`src/rtl/srpd_pkg.sv`:
```
// shared constants, payload structs and control types of the sensor record decoder
package srpd_pkg;

    localparam int RECORDS      = 24;
    localparam int PORT_SLOTS   = 6;
    localparam int RECORD_BYTES = 3;
    localparam int BYTE_BITS    = 8;
    localparam int RECORD_AREA  = RECORDS * RECORD_BYTES;
    localparam int PAYLOAD_SIZE = RECORD_AREA + 2;

    localparam int BC_W   = $clog2(PAYLOAD_SIZE + 2);
    localparam int SLOT_W = $clog2(RECORDS);
    localparam int TGT_W  = $clog2(RECORDS + PORT_SLOTS);
    localparam int IDX_W  = 5;
    localparam int POS_W  = 3;
    localparam int TEMP_W = 16;
    localparam int STS_W  = 3;

    localparam logic [STS_W-1:0] STS_OK        = 3'd0;
    localparam logic [STS_W-1:0] STS_LENGTH    = 3'd1;
    localparam logic [STS_W-1:0] STS_EMPTY_VAL = 3'd2;
    localparam logic [STS_W-1:0] STS_POSITION  = 3'd3;
    localparam logic [STS_W-1:0] STS_DUPLICATE = 3'd4;

    localparam logic [TEMP_W-1:0] MARKER_RESET = 16'h8000;

    typedef struct packed {
        logic [7:0] data_byte;
        logic       last_byte;
    } t_req;

    typedef struct packed {
        logic                     kind;
        logic [IDX_W-1:0]         slot_index;
        logic [POS_W-1:0]         slot_position;
        logic signed [TEMP_W-1:0] slot_temperature;
        logic signed [TEMP_W-1:0] ambient_temperature;
        logic [STS_W-1:0]         status;
        logic                     run_end;
    } t_res;

    typedef enum logic [1:0] {
        ST_RECV,
        ST_EMIT,
        ST_SUM
    } t_state;

    typedef struct packed {
        logic take;
        logic emit_slot;
        logic emit_sum;
    } t_dp_cmd;

    typedef struct packed {
        logic good;
        logic emit_last;
    } t_dp_stat;

endpackage

```
`src/rtl/srpd_ctrl.sv`:
```
// controller: byte intake, slot emission sweep and summary sequencing
module srpd_ctrl
    import srpd_pkg::*;
(
    input  logic     i_clk,
    input  logic     i_rst_n,
    input  logic     start,
    input  logic     i_last,
    input  t_dp_stat i_stat,
    output logic     busy,
    output t_dp_cmd  o_cmd
);

    t_state r_state;
    t_state n_state;

    always_ff @(posedge i_clk) begin
        if (!i_rst_n) begin
            r_state <= ST_RECV;
        end else begin
            r_state <= n_state;
        end
    end

    always_comb begin
        n_state = r_state;
        unique case (r_state)
            ST_RECV: begin
                if (start && i_last) begin
                    n_state = i_stat.good ? ST_EMIT : ST_SUM;
                end
            end
            ST_EMIT: begin
                if (i_stat.emit_last) begin
                    n_state = ST_SUM;
                end
            end
            ST_SUM: begin
                n_state = ST_RECV;
            end
            default: n_state = ST_RECV;
        endcase
    end

    always_comb begin
        o_cmd = '0;
        busy  = 1'b1;
        unique case (r_state)
            ST_RECV: begin
                busy       = 1'b0;
                o_cmd.take = start;
            end
            ST_EMIT: o_cmd.emit_slot = 1'b1;
            ST_SUM:  o_cmd.emit_sum  = 1'b1;
            default: o_cmd = '0;
        endcase
    end

endmodule

```
`src/rtl/srpd_dp.sv`:
```
// datapath: record parsing, error latch, slot store, occupancy map and result register
module srpd_dp
    import srpd_pkg::*;
(
    input  logic              i_clk,
    input  logic              i_rst_n,
    input  logic              i_cfg_we,
    input  logic [TEMP_W-1:0] i_cfg_wdata,
    input  t_req              i_req,
    input  t_dp_cmd           i_cmd,
    output t_dp_stat          o_stat,
    output logic              o_valid,
    output t_res              o_res
);

    logic [TEMP_W-1:0] r_marker;
    logic [BC_W-1:0]   r_byte_cnt;
    logic [1:0]        r_phase;
    logic [2:0]        r_rec_in_port;
    logic [TGT_W-1:0]  r_port_base;
    logic [7:0]        r_held_pos;
    logic [7:0]        r_held_low;
    logic [STS_W-1:0]  r_first_err;
    logic [RECORDS-1:0] r_map;
    logic [TEMP_W-1:0] r_ambient;
    logic [STS_W-1:0]  r_sum_status;
    logic [TEMP_W-1:0] r_store [RECORDS];

    logic [SLOT_W-1:0] r_emit_cnt;
    logic [POS_W-1:0]  r_emit_pos;

    // read stage of the emission pipeline
    logic              r_p_slot;
    logic              r_p_sum;
    logic              r_p_taken;
    logic [SLOT_W-1:0] r_p_idx;
    logic [POS_W-1:0]  r_p_pos;
    logic [TEMP_W-1:0] r_rd_data;

    logic              r_out_valid;
    t_res              r_out;
    t_res              n_out;

    logic [TEMP_W-1:0] rec_temp;
    logic [TGT_W-1:0]  target;
    logic              tgt_in_range;
    logic              rec_byte;
    logic              rec_done;
    logic [STS_W-1:0]  n_err;
    logic              wr_slot;
    logic              pkt_len_ok;
    logic              clr;

    assign rec_temp     = {i_req.data_byte, r_held_low};
    assign target       = r_port_base + TGT_W'(r_held_pos[2:0]) - TGT_W'(1);
    assign tgt_in_range = target < TGT_W'(RECORDS);
    assign rec_byte     = r_byte_cnt < BC_W'(RECORD_AREA);
    assign rec_done     = i_cmd.take && rec_byte && (r_phase == 2'd2);
    assign pkt_len_ok   = r_byte_cnt == BC_W'(PAYLOAD_SIZE - 1);
    assign clr          = i_cmd.emit_sum;

    // record check, only while no earlier error is latched
    always_comb begin
        n_err   = r_first_err;
        wr_slot = 1'b0;
        if (rec_done && r_first_err == STS_OK) begin
            if (r_held_pos == 8'd0) begin
                if (rec_temp != r_marker) begin
                    n_err = STS_EMPTY_VAL;
                end
            end else if (r_held_pos > 8'(PORT_SLOTS)) begin
                n_err = STS_POSITION;
            end else if (!tgt_in_range) begin
                n_err = STS_POSITION;
            end else if (r_map[target[SLOT_W-1:0]]) begin
                n_err = STS_DUPLICATE;
            end else begin
                wr_slot = 1'b1;
            end
        end
    end

    assign o_stat.good      = pkt_len_ok && (r_first_err == STS_OK);
    assign o_stat.emit_last = r_emit_cnt == SLOT_W'(RECORDS - 1);

    always_ff @(posedge i_clk) begin
        if (!i_rst_n) begin
            r_marker <= MARKER_RESET;
        end else if (i_cfg_we) begin
            r_marker <= i_cfg_wdata;
        end
    end

    always_ff @(posedge i_clk) begin
        if (!i_rst_n) begin
            r_byte_cnt    <= '0;
            r_phase       <= '0;
            r_rec_in_port <= '0;
            r_port_base   <= '0;
            r_held_pos    <= '0;
            r_held_low    <= '0;
            r_first_err   <= STS_OK;
            r_map         <= '0;
        end else if (clr) begin
            r_byte_cnt    <= '0;
            r_phase       <= '0;
            r_rec_in_port <= '0;
            r_port_base   <= '0;
            r_held_pos    <= '0;
            r_held_low    <= '0;
            r_first_err   <= STS_OK;
            r_map         <= '0;
        end else if (i_cmd.take) begin
            r_first_err <= n_err;
            if (wr_slot) begin
                r_map[target[SLOT_W-1:0]] <= 1'b1;
            end
            if (rec_byte) begin
                case (r_phase)
                    2'd0: begin
                        r_held_pos <= i_req.data_byte;
                        r_phase    <= 2'd1;
                    end
                    2'd1: begin
                        r_held_low <= i_req.data_byte;
                        r_phase    <= 2'd2;
                    end
                    default: begin
                        r_phase <= 2'd0;
                        if (r_rec_in_port == 3'(PORT_SLOTS - 1)) begin
                            r_rec_in_port <= '0;
                            r_port_base   <= r_port_base + TGT_W'(PORT_SLOTS);
                        end else begin
                            r_rec_in_port <= r_rec_in_port + 3'd1;
                        end
                    end
                endcase
            end else if (r_byte_cnt == BC_W'(RECORD_AREA)) begin
                r_held_low <= i_req.data_byte;
            end
            if (r_byte_cnt < BC_W'(PAYLOAD_SIZE + 1)) begin
                r_byte_cnt <= r_byte_cnt + BC_W'(1);
            end
        end
    end

    // payload-only registers
    always_ff @(posedge i_clk) begin
        if (i_cmd.take && r_byte_cnt == BC_W'(RECORD_AREA + 1)) begin
            r_ambient <= rec_temp;
        end
        if (i_cmd.take && i_req.last_byte) begin
            r_sum_status <= pkt_len_ok ? r_first_err : STS_LENGTH;
        end
    end

    always_ff @(posedge i_clk) begin
        if (wr_slot) begin
            r_store[target[SLOT_W-1:0]] <= rec_temp;
        end
        r_rd_data <= r_store[r_emit_cnt];
    end

    always_ff @(posedge i_clk) begin
        if (!i_rst_n) begin
            r_emit_cnt <= '0;
            r_emit_pos <= POS_W'(1);
            r_p_slot   <= 1'b0;
            r_p_sum    <= 1'b0;
        end else begin
            r_p_slot <= i_cmd.emit_slot;
            r_p_sum  <= i_cmd.emit_sum;
            if (clr) begin
                r_emit_cnt <= '0;
                r_emit_pos <= POS_W'(1);
            end else if (i_cmd.emit_slot) begin
                r_emit_cnt <= o_stat.emit_last ? '0 : r_emit_cnt + SLOT_W'(1);
                r_emit_pos <= (r_emit_pos == POS_W'(PORT_SLOTS)) ? POS_W'(1)
                                                                 : r_emit_pos + POS_W'(1);
            end
        end
    end

    always_ff @(posedge i_clk) begin
        r_p_taken <= r_map[r_emit_cnt];
        r_p_idx   <= r_emit_cnt;
        r_p_pos   <= r_emit_pos;
    end

    always_ff @(posedge i_clk) begin
        if (!i_rst_n) begin
            r_out_valid <= 1'b0;
        end else begin
            r_out_valid <= r_p_slot || r_p_sum;
        end
    end

    always_comb begin
        n_out = '0;
        if (r_p_sum) begin
            n_out.kind    = 1'b1;
            n_out.run_end = 1'b1;
            n_out.status  = r_sum_status;
            if (r_sum_status == STS_OK) begin
                n_out.ambient_temperature = r_ambient;
            end
        end else begin
            n_out.slot_index = IDX_W'(r_p_idx);
            if (r_p_taken) begin
                n_out.slot_position    = r_p_pos;
                n_out.slot_temperature = r_rd_data;
            end else begin
                n_out.slot_temperature = r_marker;
            end
        end
    end

    always_ff @(posedge i_clk) begin
        r_out <= n_out;
    end

    assign o_valid = r_out_valid;
    assign o_res   = r_out;

endmodule

```
`src/rtl/sensor_record_payload_decoder_unit.sv`:
```
// top level of the sensor record payload decoder
// one byte request per cycle while busy is low; a request is taken when start is high
// a good packet ends with RECORDS slot results then a summary, one per cycle; busy stays
//   high through the emission sweep and the summary state
// a bad packet gives only its summary, busy high one cycle
// results are one-cycle strobes; the receiver cannot stall them
// synchronous active-low reset clears control state and the occupancy map; marker -32768
module sensor_record_payload_decoder_unit
    import srpd_pkg::*;
(
    input  logic                     i_clk,
    input  logic                     i_rst_n,
    input  logic                     start,
    output logic                     busy,
    input  t_req                     i_req,
    input  logic                     i_cfg_we,
    input  logic signed [TEMP_W-1:0] i_cfg_wdata,
    output logic                     o_valid,
    output t_res                     o_res
);

    t_dp_cmd  cmd;
    t_dp_stat stat;

    srpd_ctrl u_ctrl (
        .i_clk   (i_clk),
        .i_rst_n (i_rst_n),
        .start   (start),
        .i_last  (i_req.last_byte),
        .i_stat  (stat),
        .busy    (busy),
        .o_cmd   (cmd)
    );

    srpd_dp u_dp (
        .i_clk       (i_clk),
        .i_rst_n     (i_rst_n),
        .i_cfg_we    (i_cfg_we),
        .i_cfg_wdata (i_cfg_wdata),
        .i_req       (i_req),
        .i_cmd       (cmd),
        .o_stat      (stat),
        .o_valid     (o_valid),
        .o_res       (o_res)
    );

endmodule

```
`config.mk`:
```
export PLATFORM = sky130hd
export DESIGN_NAME = sensor_record_payload_decoder_unit
export DESIGN_NICKNAME = d
export VERILOG_FILES = /design/src/rtl/srpd_pkg.sv /design/src/rtl/srpd_ctrl.sv /design/src/rtl/srpd_dp.sv /design/src/rtl/sensor_record_payload_decoder_unit.sv
export SDC_FILE = /design/constraint.sdc
export NUM_CORES = 1
export LEC_CHECK = 0
export BUFFER_PORTS_ARGS = -buffer_cell sky130_fd_sc_hd__buf_2
export CAP_MARGIN = 20
export CORE_MARGIN = 2
export CORE_UTILIZATION = 34
export DETAILED_ROUTE_END_ITERATION = 6
export GPL_TIMING_DRIVEN = 1
export PLACE_DENSITY = 0.54
export SYNTH_ARGS = -nofsm -noshare
export SYNTH_HDL_FRONTEND = slang
export SYNTH_SLANG_ARGS = --single-unit
```
`constraint.sdc`:
```
create_clock -name i_clk -period 5.4 [get_ports i_clk]
set_input_delay 0.27 -clock i_clk [delete_from_list [all_inputs] [get_ports i_clk]]
set_output_delay 0.27 -clock i_clk [all_outputs]
set_load 0.05 [all_outputs]
```
# Yosys cells after proc, flatten, opt, wreduce, memory -nomap -nowiden
# Memories as Yosys holds them, arrays and structs flattened. A register that Yosys moved wholly into a read port is not among the register bits.
# Index checks and enable logic that the tools add are counted.
# word_totals
memories,1
out_inout_bits,47
word_cells,125
latch_bits,0
rom_bits,0
ff_bits,162
ram_bits,384
# op_classes
n_shift,0
addsub,7
reduce_logical,28
mux,36
div,0
order_cmp,7
eq_ne,15
mul,0
n_bitwise,4
# mem_list
name,depth,width,read_ports,rd_clocked_by_memory_dff,wr,line,text
u_dp.r_store,24,16,1,1,1,srpd_dp.sv:27,logic [TEMP_W-1:0] r_store [RECORDS];
# ops
op,count
8-bit two-way mux,3
24-bit OR,1
3-bit two-way mux,7
1-bit two-way mux,16
16-bit two-way mux,1
16-bit inequality test,1
"7-bit equality test, second input constant",2
"7-bit < comparator, second input constant",2
"5-bit by 6-bit < comparator with 1-bit output, second input constant",2
1-bit binary-select mux with 5-bit select,2
2-bit AND reduction,5
3-bit AND reduction,3
"8-bit by 3-bit > comparator with 1-bit output, second input constant",1
1-bit logical AND,8
8-bit zero test,1
2-bit one-hot mux with 2 select lines,2
4-bit AND reduction,2
"7-bit by 1-bit adder with 7-bit output, second input constant",1
"3-bit by 1-bit adder with 3-bit output, second input constant",2
"3-bit equality test, second input constant",2
3-bit zero test,2
2-bit two-way mux,3
2-bit OR reduction,3
"5-bit by 1-bit adder with 5-bit output, second input constant",1
other kinds (17),24

# Depth between registers and ports, before layout
# depth
word_depth,11
mapped_depth,12

# Cells and area by module
# Synthesis repeated with hierarchy kept, for this count alone.
# unflattened
cells_unflattened,1197
hier_area_um2,21307.9
# modules_own_cells
module,instances,seq_area_each_um2,area_each_um2,cells_each
srpd_dp,1,15204.6,21189.1,1183
srpd_ctrl,1,40.0,118.9,14

# Worst setup path after synthesis
# OpenSTA, ideal clock, no wires.
# synth_path
path_type,register -> register
startpoint,reg u_dp.r_held_pos[1]
endpoint,"mem u_dp.r_store[21][0], enable pin"
synth_period_minus_slack_ps,3887
t_arrival_ps,3498
path_slack_ps,1513
setup_time_ps,388
path_stages_with_launch,13
n_path_buf,1
cell_sequence,dfxtp_1 -> inv_1 -> ha_1 -> inv_1 -> ha_1 -> fa_1 -> clkbuf_1 -> nor2b_1 -> a22oi_1 -> a311oi_2 -> and3_1 -> nand3_2 -> nor2_1
# synth_between
elab_chain_cells,11
elab_cells_between_ends,14
cone_classes,add/sub: 2; order compare: 2; mux: 9; reduce/logical: 1
# synth_rtl
element,line,text
start: declaration,srpd_dp.sv:21,logic [7:0] r_held_pos;
start signal: assignment,srpd_dp.sv:121,r_held_pos <= i_req.data_byte;
5-bit by 3-bit adder with 5-bit output,srpd_dp.sv:55,assign target = r_port_base + TGT_W'(r_held_pos[2:0]) - TGT_W'(1);
5-bit by 1-bit subtractor with 5-bit output,srpd_dp.sv:55,
1-bit binary-select mux with 5-bit select,srpd_dp.sv:75,end else if (r_map[target[SLOT_W-1:0]]) begin
1-bit two-way mux (implied by the code),srpd_dp.sv:75,
1-bit two-way mux,srpd_dp.sv:75,
1-bit two-way mux,srpd_dp.sv:73,end else if (!tgt_in_range) begin
1-bit two-way mux,srpd_dp.sv:71,end else if (r_held_pos > 8'(PORT_SLOTS)) begin
1-bit two-way mux,srpd_dp.sv:67,if (r_held_pos == 8'd0) begin
1-bit two-way mux,srpd_dp.sv:66,if (rec_done && r_first_err == STS_OK) begin
1-bit two-way mux,srpd_dp.sv:158,if (wr_slot) begin
1-bit two-way mux (implied by the code),srpd_dp.sv:159,r_store[target[SLOT_W-1:0]] <= rec_temp;
end: declaration,srpd_dp.sv:27,
# Parallel ways exist; a longest one is shown, timed or not. The select of a mux whose other input is x is not followed.

# Final worst setup path
# layout_path
startpoint,reg u_dp.r_held_pos[1]
endpoint,"mem u_dp.r_store[7][1], enable pin"
# Same word-level chain as after synthesis.

==> metrics.txt <==
Post-Route WL=51.5 mm; die area=64400 um^2; GP Congestion=between 0.7 and 0.8; DRC=0; CTS Buf Count=58; number of vias per cell=4.93; port bufs=75; H-tree levels=2; synthesis-stage register bit count=560; Mapped Area=21200 um^2; RSZ-0062 raised after global routing=false; Top delay family on crit path=adder cells; CTS sink count=560; setup TNS=0 ns; worst setup margin=0.812 ns; clk_lat worst skew=approximately 0.60 ns; fin cells=2232; status=completed; CP Data Required Time=5.71 ns; final setup violation count=0; first-pass GRT wire length=75.8 mm; number of synthesis warnings=0; GRT Max-Usage Layer=met2; Worst slew margin=33.9%; CP Cell Sequence=inv_1, ha_1, inv_1, ha_1, fa_1, mux4_2, mux2_2, nor3_1, nand3_1, nor2_2, buf_4; Unique masters post-synth=59; Layout fillers=approximately 5600; hold crit path type=input port to register; Die Y-Extent=254 um; critical path class=register to register; Crit path arrival time=~4.9 ns; Area Overhead vs Synth=16.9%; EDFF count, synth=403; skew final=0.0183 ns; Clock Tree Buf Depth=3; Max VDD drop=0.196 mV; Net count, final=between 1000 and 1500; fin crit period=4.59 ns; final non-filler cell area=24800 um^2; Pre-Repair DR Iteration Count=7; Clk Tree Root Cell=clkbuf_16; Critical Path Start Type=register; commonest non-fill, non-tap cell in the layout=edfxtp_1; crit share post-route=85.0%; TritonCTS clock tree=built; ys async rst share=0%; Vias=10999; Slew @ Worst Pin=0.991 ns; DP Area=22700 um^2; WL/cell=23.1 um; Overall Global Routing Usage=16.3%; critical path's slowest cell=fa_1; initial core utilization=34.4%; syn avg cell area=~17 um^2; commonest cells after routing, fill and taps aside=403 x edfxtp_1, 153 x dfxtp_1, 123 x mux4_2; DRT iter0 DRCs=between 900 and 1000; CP Capture Type=register; sequential area share after synthesis=71.9%; core area=between 60000 and 70000 um^2; vias in the first global route=11285; GRT met3 Usage=2.76%; Crit Path Max Fanout=12; max incr delay on CP=0.81 ns; Final Hold Slack=0.101 ns; PwrDens=356 nW/um^2; Die Width=254 um; Fin. Hold Viols=0; leakage=8.49 nW; Mapped Nets=approximately 1300; Remaining Overflow, GRT=0; initial antenna violation count=1; dpl cells=2106; Slew Limit Fails=0; dpl hpwl=31.7 mm; fin util=40.2%; met1 Use GR=a little over a fifth; share of cells above drive strength 1=25.5%; row cnt=91; Reg clk slew, reported paths=~0.06 ns; total power=8.82 mW; top_reg_cell synth=edfxtp_1; WP buf/inv=3; GR Util met2=27.2%; Max Cap Violations=0; # IOs=76; DP Worst Slack=0.784 ns; Max Clock Freq=approximately 0.22 GHz; Cells after Synth=about 1200; largest net degree at the start of global routing=between 50 and 60; antenna viol nets, final=0
==> Yosys cell counts (2+ instances only) <==
| cell | count | area share [%] |
|---|---|---|
| and3_1 | 2 | 0.059 |
| xnor2_1 | 22 | 0.91 |
| nor2_1 | 125 | 2.2 |
| or3_1 | 4 | 0.12 |
| mux4_2 | 123 | 13 |
| a2111oi_0 | 2 | 0.083 |
| and2_1 | 25 | 0.74 |
| nand2_1 | 55 | 0.97 |
| buf_2 | 16 | 0.38 |
| a21oi_1 | 33 | 0.78 |
| nor2b_1 | 8 | 0.24 |
| clkbuf_1 | 32 | 0.57 |
| edfxtp_1 | 403 | 57 |
| nand3_1 | 9 | 0.21 |
| xor2_1 | 7 | 0.29 |
| a31oi_1 | 3 | 0.088 |
| o21ai_0 | 21 | 0.50 |
| nor3_1 | 13 | 0.31 |
| o21ai_1 | 4 | 0.094 |
| ha_1 | 13 | 0.77 |
| nand4_1 | 8 | 0.24 |
| buf_1 | 4 | 0.071 |
| mux2i_1 | 68 | 3.2 |
| inv_1 | 17 | 0.30 |
| nand2b_1 | 2 | 0.059 |
| buf_4 | 5 | 0.18 |
| mux2_2 | 4 | 0.21 |
| dfxtp_1 | 157 | 15 |
==> where the power goes <==
part	internal, mW	switching (mW)	leakage (nW)	total, mW
logic	0.0869	0.187	2.26	0.274
clock network	2.29	1.62	0.934	3.91
registers	4.61	0.0244	5.30	4.64
==> worst register-to-register path: stages, from the launching register on <==
cell and delay [ns]:
dfxtp_1 0.38, inv_1 0.07, ha_1 0.32, inv_1 0.07, ha_1 0.25, fa_1 0.81, mux4_2 0.57, mux2_2 0.29
nor3_1 0.18, nand3_1 0.41, nor2_2 0.65, buf_4 0.30
==> layer usage <==
layer,routed length [um],share of wire [%],up-vias
met5,0,0,-
met4,1380,2.7,0
met3,2660,5.2,85
met2,25100,49,311
met1,22500,44,5659
li1,-,-,4944
==> cell families (layout without fill, tap and decap cells) <==
family,count (synthesis),after routing,share of synthesized area [%]
simple gates,265,265,5.82
buf+inv,75,253,1.55
xor+xnor,29,29,1.20
flops,560,560,71.9
mux,195,195,16.5
compound gates,78,78,2.24
fa+ha+maj,14,14,0.861
other cells,0,1,0
==> sequential cells by signal (all words and copies together), names as in the netlist <==
name	cells
u_dp.r_sum_status	3
u_dp.r_held_low	8
u_dp.r_p_pos	3
u_dp.r_rec_in_port	3
u_dp.r_p_taken	1
u_dp.r_rd_data	16
u_dp.r_emit_pos	3
u_dp.r_store	384
u_dp.r_p_sum	1
u_dp.r_byte_cnt	7
u_ctrl.r_state	2
u_dp.r_ambient	16
u_dp.r_port_base	4
u_dp.o_res	44
u_dp.r_emit_cnt	5
u_dp.r_p_slot	1
u_dp.r_phase	2
u_dp.r_marker	16
u_dp.r_first_err	3
u_dp.r_held_pos	8
u_dp.r_p_idx	5
u_dp.o_valid	1
u_dp.r_map	24
==> timing repair <==
item | 4_1_cts | 5_1_grt
resized for setup | 0 | 0
endpoints found under the hold margin | 17 | 0
setup buffers | 0 | 0
hold buffers | 19 | 0
==> layout make-up <==
class,instances,area (um^2),share of cell area (%)
multi-input cells,581,5690,22.9
inverters,17,63.8,0.257
clock inverters,20,123,0.495
flip-flops and latches,560,15300,61.5
well taps,837,1050,4.22
diodes,1,2.50,0.0101
clock buffers,86,1760,7.11
repair buffers,130,848,3.42
==> final timing paths <==
| kind | start | end | slack, ns | cells after the start |
|---|---|---|---|---|
| hold / removal | start | u_ctrl.r_state[1]$_SDFFE_PN0P_ | 0.10 | 5 |
| hold reg to reg | u_dp.r_emit_pos[2]$_SDFFE_PP0P_ | u_dp.r_p_pos[2]$_DFF_P_ | 0.40 | 0 |
| setup reg to reg | u_dp.r_held_pos[1]$_SDFFE_PP0P_ | u_dp.r_store[7][1]$_DFFE_PP_ | 0.81 | 11 |
| setup / recovery | u_dp.r_held_pos[1]$_SDFFE_PP0P_ | u_dp.r_store[7][1]$_DFFE_PP_ | 0.81 | 11 |
Power figures use the tool's default switching activity.
